<file path="src/hdl/nlc_pkg.sv">
// ----------------------------------------------------------------------------
// nlc_pkg
// Shared types for the numeric literal classifier: the class code that the
// scanner produces and the top level delivers.
// ----------------------------------------------------------------------------
package nlc_pkg;

    // Class of a finished token.
    typedef enum logic [2:0] {
        CLS_FLOAT   = 3'd0,
        CLS_DEC     = 3'd1,
        CLS_INVALID = 3'd2,
        CLS_HEX     = 3'd3,
        CLS_OCT     = 3'd4,
        CLS_BIN     = 3'd5
    } t_num_class;

endpackage

</file>
<file path="src/hdl/numeric_literal_classifier.sv">
// ----------------------------------------------------------------------------
// numeric_literal_classifier
// Classifies a numeric literal that arrives one character per item.
// ----------------------------------------------------------------------------
// Usage: the input channel (i_in_valid / o_in_stall) carries one character of
// a token per item in i_char_code. i_no_char marks an item without a
// character, and a zero byte is treated the same way. The item with i_last
// set ends the token; it produces exactly one result on the output channel
// (o_out_valid / i_out_stall), the class of the whole token in
// o_number_class. Items without i_last produce no result.
// Timing: an accepted item is held in an input register; when it leaves, the
// scanner logic updates the scan phase and, for a last item, loads the result
// register. A result thus passes the input register and then the result
// register before it shows on o_out_valid. One item is accepted every cycle
// as long as the receiver keeps up; the only limit is the single result
// register on the output side.
// Stall: while a result waits in the result register, items that carry no
// result still flow through. A last item waits in the input register until
// the result register is free or is being emptied in the same cycle, and
// o_in_stall stays high for new items for as long as it waits.
// Reset: clears both registers' valid flags and returns the scan phase to
// the start of a token.
// ----------------------------------------------------------------------------
module numeric_literal_classifier (
    input  logic       i_clk,
    input  logic       i_rst_n,
    input  logic       i_in_valid,
    output logic       o_in_stall,
    input  logic [7:0] i_char_code,
    input  logic       i_no_char,
    input  logic       i_last,
    output logic       o_out_valid,
    input  logic       i_out_stall,
    output logic [2:0] o_number_class
);

    // Input register.
    logic       r_s1_valid;
    logic [7:0] r_s1_char;
    logic       r_s1_no_char;
    logic       r_s1_last;

    // Result register.
    logic                r_out_valid;
    nlc_pkg::t_num_class r_out_class;

    logic                w_s1_adv;
    logic                w_s1_fire;
    logic                w_in_fire;
    logic                w_out_take;
    nlc_pkg::t_num_class w_class;

    // The input register can move on unless it holds a last item and the
    // result register stays full this cycle.
    assign w_out_take = r_out_valid && !i_out_stall;
    assign w_s1_adv   = !r_s1_last || !r_out_valid || !i_out_stall;
    assign w_s1_fire  = r_s1_valid && w_s1_adv;
    assign o_in_stall = r_s1_valid && !w_s1_adv;
    assign w_in_fire  = i_in_valid && !o_in_stall;

    nlc_scan u_scan (
        .i_clk       (i_clk),
        .i_rst_n     (i_rst_n),
        .i_step      (w_s1_fire),
        .i_char_code (r_s1_char),
        .i_no_char   (r_s1_no_char),
        .i_last      (r_s1_last),
        .o_class     (w_class)
    );

    always_ff @(posedge i_clk) begin
        if (!i_rst_n) begin
            r_s1_valid <= 1'b0;
        end else if (w_in_fire) begin
            r_s1_valid <= 1'b1;
        end else if (w_s1_fire) begin
            r_s1_valid <= 1'b0;
        end
    end

    always_ff @(posedge i_clk) begin
        if (w_in_fire) begin
            r_s1_char    <= i_char_code;
            r_s1_no_char <= i_no_char;
            r_s1_last    <= i_last;
        end
    end

    always_ff @(posedge i_clk) begin
        if (!i_rst_n) begin
            r_out_valid <= 1'b0;
        end else if (w_s1_fire && r_s1_last) begin
            r_out_valid <= 1'b1;
        end else if (w_out_take) begin
            r_out_valid <= 1'b0;
        end
    end

    always_ff @(posedge i_clk) begin
        if (w_s1_fire && r_s1_last) begin
            r_out_class <= w_class;
        end
    end

    assign o_out_valid    = r_out_valid;
    assign o_number_class = r_out_class;

`ifndef SYNTHESIS
    // The block only pushes back while it holds an item it cannot pass on.
    a_stall_needs_item: assert property (@(posedge i_clk) disable iff (!i_rst_n)
        o_in_stall |-> (r_s1_valid && r_s1_last && r_out_valid))
        else $error("input stalled without a blocked last item");

    // A last item leaving the input register always shows up as a result.
    a_last_gives_result: assert property (@(posedge i_clk) disable iff (!i_rst_n)
        (w_s1_fire && r_s1_last) |=> o_out_valid)
        else $error("last item did not produce a result");

    // Delivered class codes stay within the defined set.
    a_class_range: assert property (@(posedge i_clk) disable iff (!i_rst_n)
        o_out_valid |-> (o_number_class <= 3'd5))
        else $error("undefined class code delivered");
`endif

endmodule

</file>
<file path="src/hdl/nlc_scan.sv">
// ----------------------------------------------------------------------------
// nlc_scan
// Scan phase register and the per-character transition logic. On each step
// with a character the phase advances by it. A step ending the token returns
// the phase to the start, and the class of the token is presented on o_class.
// ----------------------------------------------------------------------------
module nlc_scan (
    input  logic                  i_clk,
    input  logic                  i_rst_n,
    input  logic                  i_step,
    input  logic [7:0]            i_char_code,
    input  logic                  i_no_char,
    input  logic                  i_last,
    output nlc_pkg::t_num_class   o_class
);

    typedef enum logic [3:0] {
        PH_START   = 4'd0,
        PH_MINUS   = 4'd1,
        PH_ZERO    = 4'd2,
        PH_HEXPFX  = 4'd3,
        PH_OCTPFX  = 4'd4,
        PH_BINPFX  = 4'd5,
        PH_HEX     = 4'd6,
        PH_OCT     = 4'd7,
        PH_BIN     = 4'd8,
        PH_DEC     = 4'd9,
        PH_FLOAT   = 4'd10,
        PH_INVALID = 4'd11
    } t_phase;

    localparam logic [7:0] C_MINUS = 8'h2D;
    localparam logic [7:0] C_DOT   = 8'h2E;
    localparam logic [7:0] C_ZERO  = 8'h30;
    localparam logic [7:0] C_ONE   = 8'h31;
    localparam logic [7:0] C_SEVEN = 8'h37;
    localparam logic [7:0] C_EIGHT = 8'h38;
    localparam logic [7:0] C_NINE  = 8'h39;
    localparam logic [7:0] C_UP_A  = 8'h41;
    localparam logic [7:0] C_UP_B  = 8'h42;
    localparam logic [7:0] C_UP_F  = 8'h46;
    localparam logic [7:0] C_UP_O  = 8'h4F;
    localparam logic [7:0] C_UP_X  = 8'h58;
    localparam logic [7:0] C_LO_A  = 8'h61;
    localparam logic [7:0] C_LO_B  = 8'h62;
    localparam logic [7:0] C_LO_F  = 8'h66;
    localparam logic [7:0] C_LO_O  = 8'h6F;
    localparam logic [7:0] C_LO_X  = 8'h78;

    t_phase r_phase;
    t_phase n_phase;
    t_phase w_scan;
    logic   w_has_char;

    function automatic t_phase dec_rule(input logic [7:0] c);
        t_phase p;
        if (c == C_DOT) begin
            p = PH_FLOAT;
        end else if (c inside {[C_ZERO:C_NINE]}) begin
            p = PH_DEC;
        end else begin
            p = PH_INVALID;
        end
        return p;
    endfunction

    function automatic t_phase oct_rule(input logic [7:0] c);
        t_phase p;
        if (c inside {[C_ZERO:C_SEVEN]}) begin
            p = PH_OCT;
        end else if (c == C_EIGHT || c == C_NINE) begin
            p = PH_DEC;
        end else if (c == C_DOT) begin
            p = PH_FLOAT;
        end else begin
            p = PH_INVALID;
        end
        return p;
    endfunction

    // A zero byte counts as no character.
    assign w_has_char = !i_no_char && (i_char_code != 8'h00);

    always_comb begin
        w_scan = r_phase;
        if (w_has_char) begin
            case (r_phase)
                PH_START: begin
                    if (i_char_code == C_MINUS) begin
                        w_scan = PH_MINUS;
                    end else if (i_char_code == C_ZERO) begin
                        w_scan = PH_ZERO;
                    end else begin
                        w_scan = dec_rule(i_char_code);
                    end
                end
                PH_MINUS: begin
                    if (i_char_code == C_ZERO) begin
                        w_scan = PH_ZERO;
                    end else begin
                        w_scan = dec_rule(i_char_code);
                    end
                end
                PH_ZERO: begin
                    if (i_char_code == C_LO_X || i_char_code == C_UP_X) begin
                        w_scan = PH_HEXPFX;
                    end else if (i_char_code == C_LO_O || i_char_code == C_UP_O) begin
                        w_scan = PH_OCTPFX;
                    end else if (i_char_code == C_LO_B || i_char_code == C_UP_B) begin
                        w_scan = PH_BINPFX;
                    end else begin
                        w_scan = oct_rule(i_char_code);
                    end
                end
                PH_HEXPFX, PH_HEX: begin
                    if (i_char_code inside {[C_ZERO:C_NINE], [C_LO_A:C_LO_F],
                                            [C_UP_A:C_UP_F]}) begin
                        w_scan = PH_HEX;
                    end else begin
                        w_scan = PH_INVALID;
                    end
                end
                PH_OCTPFX, PH_OCT: begin
                    w_scan = oct_rule(i_char_code);
                end
                PH_BINPFX, PH_BIN: begin
                    if (i_char_code == C_ZERO || i_char_code == C_ONE) begin
                        w_scan = PH_BIN;
                    end else begin
                        w_scan = PH_INVALID;
                    end
                end
                PH_DEC: begin
                    w_scan = dec_rule(i_char_code);
                end
                PH_FLOAT: begin
                    if (i_char_code inside {[C_ZERO:C_NINE]}) begin
                        w_scan = PH_FLOAT;
                    end else begin
                        w_scan = PH_INVALID;
                    end
                end
                default: begin
                    w_scan = PH_INVALID;
                end
            endcase
        end
    end

    always_comb begin
        case (w_scan)
            PH_ZERO:  o_class = nlc_pkg::CLS_DEC;
            PH_HEX:   o_class = nlc_pkg::CLS_HEX;
            PH_OCT:   o_class = nlc_pkg::CLS_OCT;
            PH_BIN:   o_class = nlc_pkg::CLS_BIN;
            PH_DEC:   o_class = nlc_pkg::CLS_DEC;
            PH_FLOAT: o_class = nlc_pkg::CLS_FLOAT;
            default:  o_class = nlc_pkg::CLS_INVALID;
        endcase
    end

    always_comb begin
        n_phase = r_phase;
        if (i_step) begin
            n_phase = i_last ? PH_START : w_scan;
        end
    end

    always_ff @(posedge i_clk) begin
        if (!i_rst_n) begin
            r_phase <= PH_START;
        end else begin
            r_phase <= n_phase;
        end
    end

endmodule
</file>
<file path="config.mk">
export PLATFORM = sky130hd
export DESIGN_NAME = numeric_literal_classifier
export DESIGN_NICKNAME = d
export VERILOG_FILES = /design/src/hdl/nlc_pkg.sv /design/src/hdl/numeric_literal_classifier.sv /design/src/hdl/nlc_scan.sv
export SDC_FILE = /design/constraint.sdc
export NUM_CORES = 1
export LEC_CHECK = 0
export BUFFER_PORTS_ARGS = -buffer_cell sky130_fd_sc_hd__buf_2
export CAP_MARGIN = 15
export CORE_MARGIN = 8
export CORE_UTILIZATION = 63
export CTS_BUF_LIST = sky130_fd_sc_hd__clkbuf_8
export CTS_CLUSTER_DIAMETER = 80
export DETAILED_ROUTE_END_ITERATION = 8
export MAX_ROUTING_LAYER = met4
export PLACE_DENSITY = 0.94
export SKIP_CTS_REPAIR_TIMING = 1
export SYNTH_ARGS = -nofsm -noshare
export SYNTH_HDL_FRONTEND = slang
export SYNTH_SLANG_ARGS = --single-unit
export TNS_END_PERCENT = 30
</file>
<file path="constraint.sdc">
create_clock -name i_clk -period 6.2 [get_ports i_clk]
set_input_delay 1.24 -clock i_clk [delete_from_list [all_inputs] [get_ports i_clk]]
set_output_delay 1.24 -clock i_clk [all_outputs]
set_load 0.05 [all_outputs]
</file>
==> results of run 1 <==
==> layer usage <==
metal / GRT usage (%) / routed length (um) / vias up
met5: - / 0 / -
met4: 8.45 / 86 / 0
met3: 2.87 / 183 / 9
met2: 24.8 / 1490 / 64
met1: 19.1 / 1330 / 595
li1: - / - / 604
==> worst max-delay path: cells and delay by family <==
family	cells	cell delay, ns
AND/OR/NAND/NOR	2	0.31
buffers and inverters	2	0.40
==> path summary, 6_finish.rpt <==
check	start	to	slack, ns
max reg2reg	u_scan.r_phase[1]	o_number_class[1]	3.31
max	i_out_stall	o_in_stall	3.01
min reg2reg	o_out_valid	o_out_valid	0.57
min	o_out_valid	o_out_valid	0.57
==> sequential cells by signal, summed over array words and instances, names as in the netlist <==
| name | count |
|---|---|
| r_s1_char | 8 |
| r_s1_last | 1 |
| r_s1_valid | 1 |
| r_s1_no_char | 1 |
| o_out_valid | 1 |
| u_scan.r_phase | 4 |
| o_number_class | 3 |
==> area by class of cell <==
class	count	area, sq um	area share, %
clock inverters	1	3.75	0.259
well taps	27	33.8	2.33
clock buffers	3	41.3	2.84
repair buffers	18	90.1	6.21
inverters	6	22.5	1.55
multi-input cells	112	749	51.6
flip-flops and latches	19	510	35.2
==> logic make-up after synthesis <==
group | after synthesis | share of synthesized area (%)
AO/OA/AOI/OAI | 42 | 26.1
XOR/XNOR | 2 | 1.30
buffers and inverters | 20 | 6.24
flip-flops | 19 | 38.0
AND/OR/NAND/NOR | 68 | 28.4
==> through the flow <==
step / power [uW] / hold slack (ns) / instances
after global routing: 283 / 0.609 / 186
after global placement: 192 / 0.519 / 182
after detailed placement: 194 / 0.547 / 182
final: 273 / 0.573 / 186
after CTS: 274 / 0.567 / 186
after floorplan: 183 / 0.580 / 151
==> layout by cell type, fill, tap and decap left out, types with 2 or more instances in the layout <==
master | synthesis | routed
a211oi_1 | 2 | 2
a21oi_1 | 3 | 3
a221oi_1 | 2 | 2
a22oi_1 | 2 | 2
a31oi_1 | 4 | 4
buf_2 | 1 | 18
clkbuf_8 | 0 | 3
dfxtp_1 | 6 | 6
edfxtp_1 | 13 | 13
inv_1 | 6 | 7
nand2_1 | 13 | 13
nand2b_1 | 2 | 2
nand3_1 | 5 | 5
nand4_1 | 4 | 4
nand4bb_1 | 2 | 2
nor2_1 | 15 | 15
nor2b_1 | 5 | 5
nor3_1 | 5 | 5
nor4_1 | 5 | 5
o21a_1 | 2 | 2
o21ai_0 | 4 | 4
o31ai_1 | 4 | 4
o32ai_1 | 3 | 3
or4_4 | 2 | 2
==> power by group through the flow <==
stage | registers, uW | logic (uW) | clock network, uW
after CTS | 152 | 39.4 | 82.8
after global placement | 154 | 37.7 | 0
final | 152 | 39.5 | 81.3
after detailed placement | 155 | 39.3 | 0
after global routing | 154 | 43.0 | 86.2
after floorplan | 151 | 32.7 | 0
==> flow_metrics.env, run 1 <==
export IMPL_worst_pin_slew_ns=0.789
export IMPL_antenna_found_initial=0
export IMPL_worstSetupStartpointType="input port"
export IMPL_min_path_cells=2
export IMPL_worstSetupPathType="in -> out"
export IMPL_postSynthAreaPerCell_sq_um=8.90
export IMPL_rsz0062_at_grt="no"
export IMPL_layout_setup_ws_ns=3.01
export IMPL_syn_nets=165
export IMPL_first_pass_iters=4
export IMPL_power_switching_uw=69.6
export IMPL_synthFlopType="edfxtp_1"
export IMPL_wl_per_cell_um=16.6
export IMPL_final_util_pct=73.2
export IMPL_drcViolationCount=0
export IMPL_clock_sinks=19
export IMPL_required_ns=4.96
export IMPL_ys_seq_area_share_pct=38.0
export IMPL_cp_arrival_ns=1.95
export IMPL_synth_top_area_cell="edfxtp_1"
export IMPL_fin_worst_skew_ns=0.00592
export IMPL_numCtsBuffers=3
export IMPL_grt_max_degree=20
export IMPL_fin_crit_ns=3.19
export IMPL_nets=174
export IMPL_holdCritPathClass="reg -> reg"
export IMPL_syn_cell_area_sq_mm=0.00134
export IMPL_slowest_delay_ns=0.31
export IMPL_synth_edf_count=13
export IMPL_die_h_um=62.2
export IMPL_synth_area_leaders="edfxtp_1 29%, dfxtp_1 8.9%, nor2_1 4.2%, nand2_1 3.6%, clkbuf_1 3.1%"
export IMPL_slew_viol_final=0
export IMPL_route_final_wire_length_mm=3.09
export IMPL_yosys_top_cells_count="15 x nor2_1, 13 x edfxtp_1, 13 x nand2_1"
export IMPL_cp_cell_sequence="buf_2 -> nand3_1 -> nor2_1 -> buf_2"
export IMPL_place_congestion=0.929
export IMPL_area_growth_pct=8.01
export IMPL_async_reset_ff_share_pct=0
export IMPL_synth_top_cell_area_share_pct=29.1
export IMPL_gr_usage_all_layers_pct=15.9
export IMPL_rows=16
export IMPL_power_frac_comb_pct=14.5
export IMPL_sw_frac_of_total_pct=25.5
export IMPL_worstPathMaxFanout=3
export IMPL_drt_iter0_markers=82
export IMPL_maxCapViolCount=0
export IMPL_clockBufferDepth=2
export IMPL_core_area_sq_mm=0.00198
export IMPL_slew_headroom_pct=47.3
export IMPL_ant_nets=0
export IMPL_worstSetupEndpointType="output pin"
export IMPL_setup_violations=0
export IMPL_clock_latency_ns=0.25
export IMPL_crit_slowest_cell="buf_2"
export IMPL_place_hpwl_mm=2.27
export IMPL_root_buffer="clkbuf_8"
export IMPL_intPower_uw=203
export IMPL_h_tree_depth=1
export IMPL_io_pins=19
export IMPL_cts_tree="built"
export IMPL_status="finished, final reports clean"
export IMPL_pwr_share_seq_pct=55.8
export IMPL_yosysWarnings=0
export IMPL_drive_above_1_share_pct=17.6
export IMPL_cellPowerDensity_mw_per_mm2=188
export IMPL_start_util_pct=67.8
export IMPL_yosysMostFrequentCell="nor2_1"
export IMPL_grt_pass1_vias=1073
export IMPL_timing_setup_tns_ns=0
export IMPL_synth_cell_types=54
export IMPL_vdd_ir_drop_max_mv=0.192
export IMPL_dieArea_sq_mm=0.00387
export IMPL_fillers=139
export IMPL_n_antenna_cell=0
export IMPL_viasPerCell=6.84
export IMPL_power_frac_clock_pct=29.8
export IMPL_die_x_um=62.2
export IMPL_final_area_sq_mm=0.00145
export IMPL_rr_worst_depth=7
export IMPL_cts_reportedPaths_clkPinSlew_ns=0.07
export IMPL_vias=1272
export IMPL_synthCells=151
export IMPL_finalHoldViolations=0
export IMPL_crit_top_cell="buf_2"
export IMPL_grt_first_pass_wirelength_mm=5.07
export IMPL_yosys_register_bits=19
export IMPL_port_buffers=18
export IMPL_dp_slack_ns=3.00
export IMPL_grt_overflow=0
export IMPL_fin_crit_sh_pct=51.5
export IMPL_clock_fmax_mhz=313
export IMPL_p_leak_uw=0.000489
export IMPL_post_dp_cell_area_sq_mm=0.00141
No activity file was read; power rests on OpenSTA's default activity.
==> inputs of run 2 (changes only) <==
--- a/config.mk
+++ b/config.mk
@@ -8,12 +8,12 @@
 export BUFFER_PORTS_ARGS = -buffer_cell sky130_fd_sc_hd__buf_2
 export CAP_MARGIN = 15
 export CORE_MARGIN = 8
-export CORE_UTILIZATION = 63
+export CORE_UTILIZATION = 53
 export CTS_BUF_LIST = sky130_fd_sc_hd__clkbuf_8
 export CTS_CLUSTER_DIAMETER = 80
 export DETAILED_ROUTE_END_ITERATION = 8
 export MAX_ROUTING_LAYER = met4
-export PLACE_DENSITY = 0.94
+export PLACE_DENSITY = 0.85
 export SKIP_CTS_REPAIR_TIMING = 1
 export SYNTH_ARGS = -nofsm -noshare
 export SYNTH_HDL_FRONTEND = slang
==> constraint.sdc (replaced) <==
create_clock -name i_clk -period 2.76 [get_ports i_clk]
set_input_delay 0.552 -clock i_clk [delete_from_list [all_inputs] [get_ports i_clk]]
set_output_delay 0.552 -clock i_clk [all_outputs]
set_load 0.05 [all_outputs]
==> flow_metrics.env, run 2 (synthesis results as in run 1) <==
export IMPL_rows=18
export IMPL_place_hpwl_mm=2.53
export IMPL_cts_tree="built"
export IMPL_root_buffer="clkbuf_8"
export IMPL_grt_pass1_vias=1265
export IMPL_start_util_pct=55.2
export IMPL_die_x_um=66.4
export IMPL_status="finished, final reports clean"
export IMPL_first_pass_iters=6
export IMPL_die_h_um=66.4
export IMPL_drt_iter0_markers=165
export IMPL_pwr_share_seq_pct=52.3
export IMPL_finalHoldViolations=0
export IMPL_holdCritPathClass="in -> reg"
export IMPL_largest_reg_flops=8
export IMPL_post_dp_cell_area_sq_mm=0.00149
export IMPL_final_area_sq_mm=0.00154
export IMPL_wl_per_cell_um=16.3
export IMPL_clock_sinks=19
export IMPL_grt_first_pass_wirelength_mm=5.44
export IMPL_final_cell_mix="18 x buf_2, 15 x nor2_1, 13 x nand2_1, 13 x edfxtp_1, 11 x buf_4"
export IMPL_mostFrequentLayoutCell="buf_2"
export IMPL_drive_above_1_share_pct=22.9
export IMPL_setup_violations=0
export IMPL_fin_worst_skew_ns=0.00578
export IMPL_antenna_found_initial=0
export IMPL_nets=185
export IMPL_numCtsBuffers=3
export IMPL_io_pins=19
export IMPL_timing_setup_tns_ns=0
export IMPL_dieArea_sq_mm=0.00440
export IMPL_required_ns=2.77
export IMPL_worst_pin_slew_ns=0.826
export IMPL_area_growth_pct=14.5
export IMPL_viasPerCell=6.53
export IMPL_route_final_wire_length_mm=3.27
export IMPL_sw_frac_of_total_pct=26.0
export IMPL_intPower_uw=464
export IMPL_reg_largest_list="r_s1_char x8, u_scan.r_phase x4, o_number_class x3"
export IMPL_fin_crit_ns=2.64
export IMPL_vias=1306
export IMPL_slew_viol_final=0
export IMPL_port_buffers=18
export IMPL_grt_max_degree=19
export IMPL_core_area_sq_mm=0.00243
export IMPL_worstSetupEndpointType="flip-flop"
export IMPL_gr_usage_all_layers_pct=16.1
export IMPL_drcViolationCount=0
export IMPL_clock_latency_ns=0.26
export IMPL_power_switching_uw=163
export IMPL_cellPowerDensity_mw_per_mm2=407
export IMPL_worstSetupPathType="reg -> reg"
export IMPL_power_frac_comb_pct=17.9
export IMPL_top_register="r_s1_char"
export IMPL_ant_nets=0
export IMPL_n_antenna_cell=0
export IMPL_worstSetupStartpointType="flip-flop"
export IMPL_clockBufferDepth=2
export IMPL_power_frac_clock_pct=29.7
export IMPL_grt_overflow=0
export IMPL_rsz0062_at_grt="no"
export IMPL_maxCapViolCount=0
export IMPL_vdd_ir_drop_max_mv=0.379
export IMPL_p_leak_uw=0.000544
export IMPL_worstPathMaxFanout=12
export IMPL_fin_crit_sh_pct=95.8
export IMPL_place_congestion=0.970
export IMPL_cts_reportedPaths_clkPinSlew_ns=0.07
export IMPL_clock_fmax_mhz=378
export IMPL_h_tree_depth=1
export IMPL_slew_headroom_pct=44.8
export IMPL_cp_arrival_ns=2.66
-- run 2: worst paths after layout --
path                start  cells past startpoint  slack [ns]                end
max          r_s1_char[3]                      8        0.12  o_number_class[1]
min             i_no_char                      1        0.47       r_s1_no_char
max reg2reg  r_s1_char[3]                      8        0.12  o_number_class[1]
min reg2reg   o_out_valid                      2        0.57        o_out_valid
-- run 2: metal layers --
metal	track usage [%]	wire, um
met1	19.2	1330
met2	25.2	1580
met3	2.88	237
met4	8.53	114
met5	-	0
-- run 2: metrics by stage --
stage	cells	hold WS [ns]	total power [uW]	worst slack, ns	util [%]
floorplan	151	0.580	412	0.149	-
global placement	196	0.506	440	0.229	61.4
detailed placement	196	0.554	444	0.153	61.4
CTS	200	0.467	626	0.135	63.2
global route	200	0.461	649	0.0283	63.3
finish	200	0.465	627	0.117	63.3
-- run 2: cell type report --
cell class                 instances  area [sq um]
fill                             212           893
multi-input combinational        112           751
sequential                        19           510
timing repair buffer              29           173
clock buffer                       3          41.3
tap                               30          37.5
inverter                           6          22.5
clock inverter                     1          3.75
-- run 2: worst max-delay path, stage by stage, from the launching register on --
cell	delay [ns]
edfxtp_1	0.39
buf_4	0.19
and3_2	0.19
o2111ai_1	0.33
nand2_1	0.08
a2111oi_1	0.63
o32a_1	0.29
nand4b_1	0.15
o211a_1	0.17
-- run 2: power groups by stage --
stage | Clock [uW] | Sequential [uW] | Combinational (uW)
2_1_floorplan | 0 | 338 | 73.5
4_1_cts | 188 | 328 | 111
6_report | 186 | 328 | 113
3_3_place_gp | 0 | 333 | 106
3_5_place_dp | 0 | 334 | 110
5_1_grt | 197 | 330 | 121
